<file path="src/rtl/rlb_pkg.sv">
package rlb_pkg;

    localparam int CH_W      = 8;
    localparam int NUM_LANES = 3;

    // 2*255*255 + 127 fits in 17 bits
    localparam int PROD_W = 17;

    // q = (y * RECIP) >> RECIP_SHIFT is exact y/255 for y < 2^17
    localparam int RECIP_SHIFT = 25;
    localparam int RECIP_W     = 18;
    localparam logic [RECIP_W-1:0] RECIP = RECIP_W'(131587);
    localparam logic [PROD_W-1:0]  ROUND_BIAS = PROD_W'(127);

    localparam logic [1:0] MODE_MULTIPLY = 2'd0;
    localparam logic [1:0] MODE_SUBTRACT = 2'd1;
    localparam logic [1:0] MODE_SCREEN   = 2'd2;
    localparam logic [1:0] MODE_OVERLAY  = 2'd3;

    typedef struct packed {
        logic s1_load;
        logic s2_load;
    } pipe_ctl_t;

endpackage

</file>
<file path="src/rtl/rlb_lane.sv">
module rlb_lane import rlb_pkg::*; (
    input  logic            aclk,
    input  pipe_ctl_t       ctl,
    input  logic [1:0]      mode,
    input  logic [CH_W-1:0] top_ch,
    input  logic [CH_W-1:0] bottom_ch,
    output logic [CH_W-1:0] result
);

    // stage 1: one 8x8 product on plain or complemented operands
    logic [PROD_W-1:0] prod_reg, prod_next;
    logic              inv_reg, inv_next;
    logic              sub_reg, sub_next;
    logic [CH_W-1:0]   diff_reg, diff_next;

    logic              use_comp;
    logic [CH_W-1:0]   op_a, op_b;
    logic [2*CH_W-1:0] mul;

    always_comb begin
        use_comp  = (mode == MODE_SCREEN) || ((mode == MODE_OVERLAY) && bottom_ch[CH_W-1]);
        op_a      = use_comp ? ~top_ch : top_ch;
        op_b      = use_comp ? ~bottom_ch : bottom_ch;
        mul       = op_a * op_b;
        prod_next = (mode == MODE_OVERLAY) ? {mul, 1'b0} : {1'b0, mul};
        inv_next  = use_comp;
        sub_next  = (mode == MODE_SUBTRACT);
        diff_next = (bottom_ch > top_ch) ? (bottom_ch - top_ch) : '0;
    end

    always_ff @(posedge aclk) begin
        if (ctl.s1_load) begin
            prod_reg <= prod_next;
            inv_reg  <= inv_next;
            sub_reg  <= sub_next;
            diff_reg <= diff_next;
        end
    end

    // stage 2: rounded divide by 255 through the reciprocal
    localparam int WIDE_W = PROD_W + RECIP_W;

    logic [PROD_W-1:0] biased;
    logic [WIDE_W-1:0] wide;
    logic [CH_W-1:0]   quot;
    logic [CH_W-1:0]   res_reg, res_next;

    always_comb begin
        biased   = prod_reg + ROUND_BIAS;
        wide     = WIDE_W'(biased) * WIDE_W'(RECIP);
        quot     = wide[RECIP_SHIFT +: CH_W];
        if (sub_reg) begin
            res_next = diff_reg;
        end else if (inv_reg) begin
            res_next = ~quot;
        end else begin
            res_next = quot;
        end
    end

    always_ff @(posedge aclk) begin
        if (ctl.s2_load) begin
            res_reg <= res_next;
        end
    end

    assign result = res_reg;

endmodule

</file>
<file path="src/rtl/rlb_merge.sv">
module rlb_merge import rlb_pkg::*; (
    input  logic            aclk,
    input  logic            aresetn,
    input  logic            in_valid,
    output logic            in_ready,
    input  logic [CH_W-1:0] lane_blue,
    input  logic [CH_W-1:0] lane_green,
    input  logic [CH_W-1:0] lane_red,
    output logic            m_valid,
    input  logic            m_ready,
    output logic [CH_W-1:0] m_out_blue,
    output logic [CH_W-1:0] m_out_green,
    output logic [CH_W-1:0] m_out_red
);

    logic                        valid_reg, valid_next;
    logic [NUM_LANES*CH_W-1:0]   word_reg;
    logic                        load;

    assign in_ready   = !valid_reg || m_ready;
    assign load       = in_valid && in_ready;
    assign valid_next = load || (valid_reg && !m_ready);

    always_ff @(posedge aclk) begin
        if (!aresetn) begin
            valid_reg <= 1'b0;
        end else begin
            valid_reg <= valid_next;
        end
    end

    always_ff @(posedge aclk) begin
        if (load) begin
            word_reg <= {lane_red, lane_green, lane_blue};
        end
    end

    assign m_valid     = valid_reg;
    assign m_out_blue  = word_reg[0 +: CH_W];
    assign m_out_green = word_reg[CH_W +: CH_W];
    assign m_out_red   = word_reg[2*CH_W +: CH_W];

endmodule

</file>
<file path="src/rtl/rgb_layer_blend_unit.sv">
// channel | direction | handshake         | payload
// s_      | in        | s_valid / s_ready | s_top_{blue,green,red}, s_bottom_{blue,green,red}
// m_      | out       | m_valid / m_ready | m_out_{blue,green,red}
// cfg_    | in        | cfg_we            | cfg_wdata (blend mode)
//
// One pixel per cycle sustained while m_ready stays high; the pipeline holds a product
// stage, a reciprocal divide stage and an output register.
// Three lanes, one per color channel, run the same mode in parallel.
// Reset (aresetn low, synchronous) empties the pipeline and sets mode to multiply.
// A stalled output only blocks input once all three stages hold a word.
module rgb_layer_blend_unit import rlb_pkg::*; (
    input  logic            aclk,
    input  logic            aresetn,
    input  logic            cfg_we,
    input  logic [1:0]      cfg_wdata,
    input  logic            s_valid,
    output logic            s_ready,
    input  logic [CH_W-1:0] s_top_blue,
    input  logic [CH_W-1:0] s_top_green,
    input  logic [CH_W-1:0] s_top_red,
    input  logic [CH_W-1:0] s_bottom_blue,
    input  logic [CH_W-1:0] s_bottom_green,
    input  logic [CH_W-1:0] s_bottom_red,
    output logic            m_valid,
    input  logic            m_ready,
    output logic [CH_W-1:0] m_out_blue,
    output logic [CH_W-1:0] m_out_green,
    output logic [CH_W-1:0] m_out_red
);

    logic [1:0] mode_reg;

    always_ff @(posedge aclk) begin
        if (!aresetn) begin
            mode_reg <= MODE_MULTIPLY;
        end else if (cfg_we) begin
            mode_reg <= cfg_wdata;
        end
    end

    logic      v1_reg, v1_next;
    logic      v2_reg, v2_next;
    logic      merge_ready;
    logic      adv2;
    pipe_ctl_t ctl;

    always_comb begin
        adv2        = v2_reg && merge_ready;
        ctl.s2_load = v1_reg && (!v2_reg || merge_ready);
        s_ready     = !v1_reg || ctl.s2_load;
        ctl.s1_load = s_valid && s_ready;
        v1_next     = ctl.s1_load || (v1_reg && !ctl.s2_load);
        v2_next     = ctl.s2_load || (v2_reg && !adv2);
    end

    always_ff @(posedge aclk) begin
        if (!aresetn) begin
            v1_reg <= 1'b0;
            v2_reg <= 1'b0;
        end else begin
            v1_reg <= v1_next;
            v2_reg <= v2_next;
        end
    end

    logic [CH_W-1:0] lane_blue, lane_green, lane_red;

    rlb_lane u_lane_blue (
        .aclk      (aclk),
        .ctl       (ctl),
        .mode      (mode_reg),
        .top_ch    (s_top_blue),
        .bottom_ch (s_bottom_blue),
        .result    (lane_blue)
    );

    rlb_lane u_lane_green (
        .aclk      (aclk),
        .ctl       (ctl),
        .mode      (mode_reg),
        .top_ch    (s_top_green),
        .bottom_ch (s_bottom_green),
        .result    (lane_green)
    );

    rlb_lane u_lane_red (
        .aclk      (aclk),
        .ctl       (ctl),
        .mode      (mode_reg),
        .top_ch    (s_top_red),
        .bottom_ch (s_bottom_red),
        .result    (lane_red)
    );

    rlb_merge u_merge (
        .aclk        (aclk),
        .aresetn     (aresetn),
        .in_valid    (v2_reg),
        .in_ready    (merge_ready),
        .lane_blue   (lane_blue),
        .lane_green  (lane_green),
        .lane_red    (lane_red),
        .m_valid     (m_valid),
        .m_ready     (m_ready),
        .m_out_blue  (m_out_blue),
        .m_out_green (m_out_green),
        .m_out_red   (m_out_red)
    );

endmodule

</file>
<file path="config.mk">
export PLATFORM = sky130hd
export DESIGN_NAME = rgb_layer_blend_unit
export DESIGN_NICKNAME = d
export VERILOG_FILES = /design/src/rtl/rlb_pkg.sv /design/src/rtl/rlb_lane.sv /design/src/rtl/rlb_merge.sv /design/src/rtl/rgb_layer_blend_unit.sv
export SDC_FILE = /design/constraint.sdc
export NUM_CORES = 1
export LEC_CHECK = 0
export CAP_MARGIN = 10
export CORE_MARGIN = 2
export CORE_UTILIZATION = 50
export DETAILED_ROUTE_END_ITERATION = 7
export DONT_BUFFER_PORTS = 1
export HOLD_SLACK_MARGIN = 0.05
export MAX_ROUTING_LAYER = met4
export PLACE_DENSITY = 0.74
export SETUP_SLACK_MARGIN = 0.15
export SYNTH_ARGS = -nofsm -noshare
export SYNTH_HDL_FRONTEND = slang
export SYNTH_SLANG_ARGS = --single-unit
</file>
<file path="constraint.sdc">
create_clock -name aclk -period 8.11 [get_ports aclk]
set_clock_uncertainty 0.2 [all_clocks]
set_input_delay 0.811 -clock aclk [delete_from_list [all_inputs] [get_ports aclk]]
set_output_delay 0.811 -clock aclk [all_outputs]
set_load 0.02 [all_outputs]
</file>
# Yosys cells after proc, flatten, opt, wreduce, memory -nomap -nowiden
# Cells that the tools add are included.
[op_classes]
n_mux = 15
bitwise = 9
addsub = 6
n_eq_ne = 3
reduce_logical = 24
magnitude_cmp = 3
mul = 6
[ops]
columns = ["cell", "n"]
rows = [
  ["17-bit by 18-bit multiplier with 33-bit output (second input constant)", 3],
  ["8-bit 2-to-1 mux", 12],
  ["8-bit NOT", 9],
  ["17-bit by 7-bit adder with 17-bit output (second input constant)", 3],
  ["8-bit by 8-bit multiplier with 16-bit output", 3],
  ["16-bit 2-to-1 mux", 3],
  ["8-bit > comparator", 3],
  ["8-bit subtractor", 3],
  ["1-bit logical AND", 9],
  ["1-bit logical OR", 9],
  ["1-bit logical NOT", 6],
  ["2-bit == test (second input constant)", 2],
  ["2-bit by 1-bit == test with 1-bit output (second input constant)", 1],
]
[totals]
reg_bits = 132
word_cells = 90

# Logic depth before layout (Yosys ltp)
# Gate-level depths: netlist (run 1).
[depth]
ltp_word = 7
ltp_mapped = 23

# Hierarchy
# From an unflattened synthesis (run 1), not the netlist that was laid out.
[hier_totals]
hier_cells = 2363
area_unflattened_um2 = 20973.9
[by_module_without_submodules]
columns = ["module", "area_per_inst_um2", "cells_per_inst", "seq_area_each_um2", "instances"]
rows = [
  ["rlb_lane at u_lane_blue", 6759.0, 784, 1051.0, 1],
  ["rlb_lane at u_lane_red", 6633.9, 764, 1051.0, 1],
  ["rlb_lane at u_lane_green", 6626.4, 771, 1051.0, 1],
  ["rlb_merge", 778.2, 29, 740.7, 1],
  ["rgb_layer_blend_unit", 176.4, 15, 80.1, 1],
]

# Least setup slack after synthesis (run 1)
# OpenSTA, ideal clock, no wires.
[synth_path]
path_type = "input port to flip-flop"
startpoint = "input port s_bottom_blue[7]"
endpoint = "register u_lane_blue.prod_reg[15], data pin"
arrival_time_ns = 5.477
cell_stages = 20
required_time_ns = 7.758
setup_slack_ns = 2.282
path_buffers = 2
setup_time_ns = 0.152
path_cell_list = "o21ai_0 clkbuf_1 clkbuf_1 nand3_1 o21a_1 fa_1 fa_1 inv_1 fa_1 inv_1 fa_1 inv_1 ha_1 o21a_1 o31a_1 o211ai_1 a21oi_1 nor3_1 or4_1 a31oi_1"
[synth_between]
elab_chain_cells = 5
elab_cells_between_ends = 7
cone_classes = "1 x mul; 3 x mux; 1 x bitwise; 2 x reduce/logical"
[synth_rtl]
columns = ["item", "line_no", "rtl"]
rows = [
  ["start: declaration", "rgb_layer_blend_unit.sv:21", "input logic [CH_W-1:0] s_bottom_blue,"],
  ["1-bit logical AND", "rlb_lane.sv:21", "use_comp = (mode == MODE_SCREEN) || ((mode == MODE_OVERLAY) && bottom_ch[CH_W-1]);"],
  ["1-bit logical OR", "rlb_lane.sv:21", ""],
  ["8-bit 2-to-1 mux (on tied branches)", "rlb_lane.sv:22, rlb_lane.sv:23", ""],
  ["8-bit by 8-bit multiplier with 16-bit output *", "rlb_lane.sv:24", "mul = op_a * op_b;"],
  ["16-bit 2-to-1 mux *", "rlb_lane.sv:25", "prod_next = (mode == MODE_OVERLAY) ? {mul, 1'b0} : {1'b0, mul};"],
  ["named net u_lane_blue.prod_next[15]", "rlb_lane.sv:11", "logic [PROD_W-1:0] prod_reg, prod_next;"],
  ["end signal: assignment", "rlb_lane.sv:33", "prod_reg <= prod_next;"],
  ["end: declaration", "rlb_lane.sv:11", ""],
]
# Mark *: on every way through the listed nets, which the timed path passes. The rest lies on a longest branch.
# A chain may end at the register's enable or synchronous reset.

# Worst setup path in the final report (run 1)
[layout_path]
startpoint = "register u_lane_blue.prod_reg[4]"
endpoint = "register u_lane_blue.res_reg[7] (netlist: u_lane_blue.result[7]), data pin"
[layout_between]
elab_chain_cells = 5
[layout_rtl]
columns = ["item", "line_no", "rtl"]
rows = [
  ["17-bit by 7-bit adder with 17-bit output *", "rlb_lane.sv:49", "biased = prod_reg + ROUND_BIAS;"],
  ["17-bit by 18-bit multiplier with 33-bit output *", "rlb_lane.sv:50", "wide = WIDE_W'(biased) * WIDE_W'(RECIP);"],
  ["8-bit NOT", "rlb_lane.sv:55", "res_next = ~quot;"],
  ["8-bit 2-to-1 mux *", "rlb_lane.sv:54", "end else if (inv_reg) begin"],
  ["8-bit 2-to-1 mux *", "rlb_lane.sv:52", "if (sub_reg) begin"],
  ["named net u_lane_blue.res_next[7]", "rlb_lane.sv:46", "logic [CH_W-1:0] res_reg, res_next;"],
  ["end signal: assignment", "rlb_lane.sv:63", "res_reg <= res_next;"],
  ["end: declaration", "rlb_lane.sv:46", ""],
]
# Marked as above.

==> results_dict.tcl, run 1 <==
set metrics [dict create \
    status "finished clean" \
    nets 2923 \
    netlist_area_sq_um 20700 \
    cts_hold_buf 0 \
    hold_viol 0 \
    r2r-start "u_lane_blue.prod_reg[4]" \
    gp_congestion 0.930 \
    post_cts_buffers 0 \
    cp-end-kind "flip-flop" \
    grt_max_degree 80 \
    cp-endpoint "u_lane_blue.result[7]" \
    irDropWorstVdd_uv 280 \
    clockRootBuffer "clkbuf_16" \
    cts.clk_slew.worst_paths_ps 70 \
    fmaxAchievable_ghz 0.159 \
    synth_area_leaders "ha_1 (25%), edfxtp_1 (18%), fa_1 (14%)" \
    syn2layout_area_growth_pct 5.27 \
    synth_cell_types 73 \
    p_seq_frac 0.120 \
    fp.dieH_um 207 \
    fin_tns_setup_ps 0 \
    clk-insertion-delay-late_ps 430 \
    synth_top_area_cell "ha_1" \
    cts_tree "yes" \
    path_max_fanout 5 \
    worstSetupStartpoint "u_lane_blue.prod_reg[4]" \
    synth_top_area_share 0.254 \
    final_util 0.532 \
    grt_pass1_vias 16300 \
    remaining_drc_errors 0 \
    min_path_type "flip-flop to flip-flop" \
    ys.warnings.count 0 \
    clock_path_buffers 2 \
    crit_type "flip-flop to flip-flop" \
    p_int_uw 5050 \
    required_ps 8000 \
    setup_violations 0 \
    numCtsBuffers 17 \
    min_from "u_lane_green.result[6]" \
    largest_register_ffs 24 \
    io_pins 81 \
    dieArea_sq_um 42900 \
    synth_edf_count 127 \
    syn_avg_cell_area_sq_um 8.73 \
    synth.most_common_cell "ha_1" \
    dieWidth_um 207 \
    dpl-instance-area_sq_um 21100 \
    p_per_area_nw_per_um2 460 \
    reg2reg_slack_ps 1800 \
    wirelength_um 46700 \
    initial_core_util 0.506 \
    io_buffers 0 \
    synth_seq_cells 132 \
    cts_resized 0 \
    syn_inst 2366 \
    clock_sinks 132 \
    synth_common_cells "ha_1 (420), inv_1 (346), nand2_1 (182), a21oi_1 (162), o21ai_0 (160)" \
    fin_crit_ps 6310 \
    switching_share 0.495 \
    grt_pass1_wl_um 78800 \
    via_per_inst 5.66 \
    overflow 0 \
    first_iter_violations 1242 \
    nFillCells 3622 \
    tightest_slew_ps 1040 \
    cap_violations 0 \
    stdcell_area_sq_um 21700 \
    synth-async-reset-ratio 0 \
    hpwl_um 38700 \
    p_comb_frac 0.792 \
    core_sq_um 40800 \
    p_leak_uw 0.0105 \
    synth_fp_nets 2985 \
    rows 74 \
    dr.pass1.iters 8 \
    r2r_end "u_lane_blue.result[7]" \
    vias 16100 \
    routedWlPerCell_um 16.4 \
    clkPwrFrac 0.087 \
    yosysSeqAreaShare 0.189 \
    track_usage 0.228 \
    synth_flop_cell "edfxtp_1" \
    antenna_found_initial 1 \
    htreeDepth 4 \
    cp-start-kind "flip-flop" \
    p_switching_uw 4950 \
    cp_data_arrival_time_ps 6200 \
    drtAntennaViolNets 0 \
    p_total_uw 10000 \
    rsz0062_at_grt "false" \
    ff2ff_path_depth 19 \
    drive_gt1_frac 0.0375 \
    period_share 0.778 \
    slew_violations 0 \
    slew_headroom 0.310 \
]
cells in the final DEF (no fill, tap or decap), types with 17 or more instances in the layout:
cell	n
a211oi_1	20
a21o_1	24
a21oi_1	162
and2_1	24
and3_1	18
clkbuf_16	17
edfxtp_1	127
fa_1	144
ha_1	420
inv_1	346
nand2_1	181
nand3_1	61
nand4_1	21
nor2_1	145
nor2b_1	19
nor3_1	97
o21ai_0	159
or2_2	17
or3_1	18
xnor2_1	70
xor2_1	47
cells by family (layout without fill, tap and decap cells):
group,Yosys count,after routing,share of synthesized area
simple gates,648,648,0.151
other cells,0,1,0
mux,8,8,0.00424
buf+inv,435,386,0.0793
flops,132,132,0.189
fa+ha+maj,564,564,0.394
xor+xnor,119,119,0.0520
compound gates,460,460,0.130
critical path: stages (launching register included):
cell and delay [ps]:
edfxtp_1 450, or4_4 590, nor3b_1 430, and2b_1 250
xnor2_1 390, inv_1 180, and2_1 180, ha_1 270
inv_1 50, fa_1 480, inv_1 60, fa_1 480
ha_1 340, a211oi_1 240, a211oi_1 100, a31o_2 250
a21o_1 200, a211oi_1 520, or3_1 190, a31oi_1 130
power by group through the flow:
stage	logic (uW)	registers [uW]	clock network, uW
3_5_place_dp	7870	1210	0
4_1_cts	7980	1200	884
6_report	7920	1200	875
2_1_floorplan	6080	1160	0
3_3_place_gp	7550	1200	0
5_1_grt	9240	1220	914
stage by stage:
| stage | hold slack [ps] | cells | worst slack [ps] |
|---|---|---|---|
| after global placement | 208 | 2817 | 1760 |
| after global routing | 232 | 2850 | 1490 |
| after floorplan | 200 | 2366 | 2280 |
| final | 220 | 2850 | 1800 |
| after detailed placement | 207 | 2817 | 1720 |
| after CTS | 220 | 2849 | 1840 |
worst min-delay path by stage:
stage | end | slack (ps) | cells after the start
CTS | u_merge.word_reg[18] | 220 | 0
global placement | u_merge.word_reg[14] | 210 | 0
floorplan | u_merge.word_reg[0] | 200 | 0
global route | u_merge.word_reg[18] | 230 | 0
finish | u_merge.word_reg[14] | 220 | 0
detailed placement | u_merge.word_reg[10] | 210 | 0
layer usage:
layer,global-route usage,share of wire
met1,0.288,0.44
met2,0.385,0.48
met3,0.0309,0.053
met4,0.0569,0.019
met5,-,0
cell type report:
type | count | area [sq um] | area share
Clock inverter | 15 | 243 | 0.0112
Inverter | 347 | 1300 | 0.0599
Timing Repair Buffer | 7 | 52.6 | 0.00242
Clock buffer | 17 | 425 | 0.0196
Antenna cell | 1 | 2.50 | 0.000115
Sequential cell | 132 | 3910 | 0.180
Tap cell | 532 | 666 | 0.0306
Multi-Input combinational cell | 1799 | 15100 | 0.696
(Power assumes the default switching activity.)
==> inputs of run 2 (changes only) <==
==> constraint.sdc (replaced) <==
create_clock -name aclk -period 5.85 [get_ports aclk]
set_clock_uncertainty 0.2 [all_clocks]
set_input_delay 0.585 -clock aclk [delete_from_list [all_inputs] [get_ports aclk]]
set_output_delay 0.585 -clock aclk [all_outputs]
set_load 0.02 [all_outputs]
==> results_dict.tcl, run 2 (synthesis results as in run 1) <==
set metrics [dict create \
    io_pins 81 \
    dr.pass1.iters 5 \
    overflow 0 \
    hpwl_um 40200 \
    clockRootBuffer "clkbuf_16" \
    syn2layout_area_growth_pct 12.2 \
    routedWlPerCell_um 17.3 \
    numCtsBuffers 17 \
    hold_ws_ps 86.8 \
    largest_register_ffs 24 \
    slew_violations 0 \
    crit_type "flip-flop to flip-flop" \
    nets 3011 \
    clock_path_buffers 2 \
    ff2ff_path_depth 19 \
    rsz0062_at_grt "true" \
    fin_crit_ps 5620 \
    vias 16800 \
    holdPathStages 1 \
    cp_top_family "simple AND/OR/NAND/NOR gates" \
    io_buffers 0 \
    worstPathCellList "or4_4, or4_4, and3_4, nand3_2, xnor2_2, ha_2, inv_1, fa_1, inv_1, fa_2, ha_4, nand4b_1, a211oi_2, a31o_2, a21o_1, a211oi_2, buf_4, or3_1, a31oi_1" \
    first_iter_violations 1402 \
    cts_hold_buf 0 \
    antenna_found_initial 0 \
    fmaxAchievable_ghz 0.178 \
    period_share 0.960 \
    clk-insertion-delay-late_ps 420 \
    core_sq_um 40800 \
    tightest_slew_ps 1040 \
    min_path_type "input port to flip-flop" \
    track_usage 0.236 \
    status "finished clean" \
    cts.clk_slew.worst_paths_ps 60 \
    gp_congestion 0.921 \
    reg2reg_slack_ps 230 \
    grt_max_degree 80 \
    required_ps 5910 \
    stdcell_area_sq_um 23200 \
    cp_slowest_cell "or4_4" \
    rows 74 \
    via_per_inst 5.71 \
    cp-end-kind "flip-flop" \
    cp-start-kind "flip-flop" \
    register_area_sq_um 3920 \
    fp.dieH_um 207 \
    cts_tree "yes" \
    min_from "aresetn" \
    grt_pass1_wl_um 81200 \
    wirelength_um 50700 \
    drive_gt1_frac 0.124 \
    cp_num_buf_inv 3 \
    slowest_delay_ps 590 \
    dpl-instance-area_sq_um 21500 \
    dieWidth_um 207 \
    multi_input_comb_area_sq_um 16000 \
    drtAntennaViolNets 0 \
    r2r-start "u_lane_blue.prod_reg[5]" \
    remaining_drc_errors 0 \
    nFillCells 3496 \
    grt_pass1_vias 16600 \
    clock_sinks 132 \
    cp_data_arrival_time_ps 5680 \
    hold_end "mode_reg[0]" \
    r2r_end "u_lane_blue.result[7]" \
    mostFrequentLayoutCell "ha_1" \
    slew_headroom 0.304 \
    cap_violations 0 \
    initial_core_util 0.506 \
    final_util 0.567 \
    setup_violations 0 \
    hold_viol 0 \
    path_max_fanout 5 \
    dieArea_sq_um 42900 \
    final_cell_mix "ha_1 (398), inv_1 (335), nand2_1 (175), o21ai_0 (150), a21oi_1 (146)" \
    htreeDepth 4 \
    insertedDiodeCount 0 \
]
run 2: changes by cell type in the layout (fill, tap and decap cells not counted), sizes merged:
cell	previous run	this run
diode	1	0
inv	352	346
buf	7	92
clkbuf	17	22
clkinvlp	2	4
clkinv	3	7
bufinv	5	1
run 2: what timing repair did:
action / 4_1_cts / 5_1_grt
setup buffers: 4 / 29
pin swaps: 8 / 60
setup endpoints to repair: 19 / 40
gates resized for setup: 19 / 148
cloned: 0 / 2
run 2: metal layers:
layer  track usage  vias to the layer above  routed length [um]
li1              -                     8186                   -
met1         0.307                     8020               22200
met2         0.394                      493               24700
met3        0.0262                       67                2620
met4        0.0635                        0                1130
met5             -                        -                   0
run 2: per-stage QoR:
stage	setup WS, ps	TNS, ps	cells
floorplan	248	0	2366
global placement	109	0	2870
detailed placement	-16.9	-28.3	2870
CTS	77.4	0	2904
global route	29.8	0	2935
finish	234	0	2935
run 2: how the worst max path moves through the flow:
stage / from / to / slack, ps / depth (start not counted)
after floorplan: s_bottom_blue[7] / u_lane_blue.prod_reg[15] / 250 / 20
final: u_lane_blue.prod_reg[5] / u_lane_blue.result[7] / 230 / 19
after detailed placement: u_lane_blue.prod_reg[4] / u_lane_blue.result[7] / -20 / 21
after global routing: u_lane_blue.prod_reg[5] / u_lane_blue.result[5] / 30 / 21
after CTS: mode_reg[0] / u_lane_red.prod_reg[15] / 80 / 22
after global placement: u_lane_blue.prod_reg[4] / u_lane_blue.result[4] / 110 / 20
run 2: area by class of cell:
type / count / area share
inverter: 347 / 0.0567
sequential: 132 / 0.169
tap: 532 / 0.0287
clock inverter: 11 / 0.00389
clock buffer: 19 / 0.0187
timing repair buffer: 95 / 0.0341
multi-input combinational: 1799 / 0.689
Power of run 2 is not shown: default switching activity piles up to over one toggle a cycle in this logic, so the estimate is an artifact.
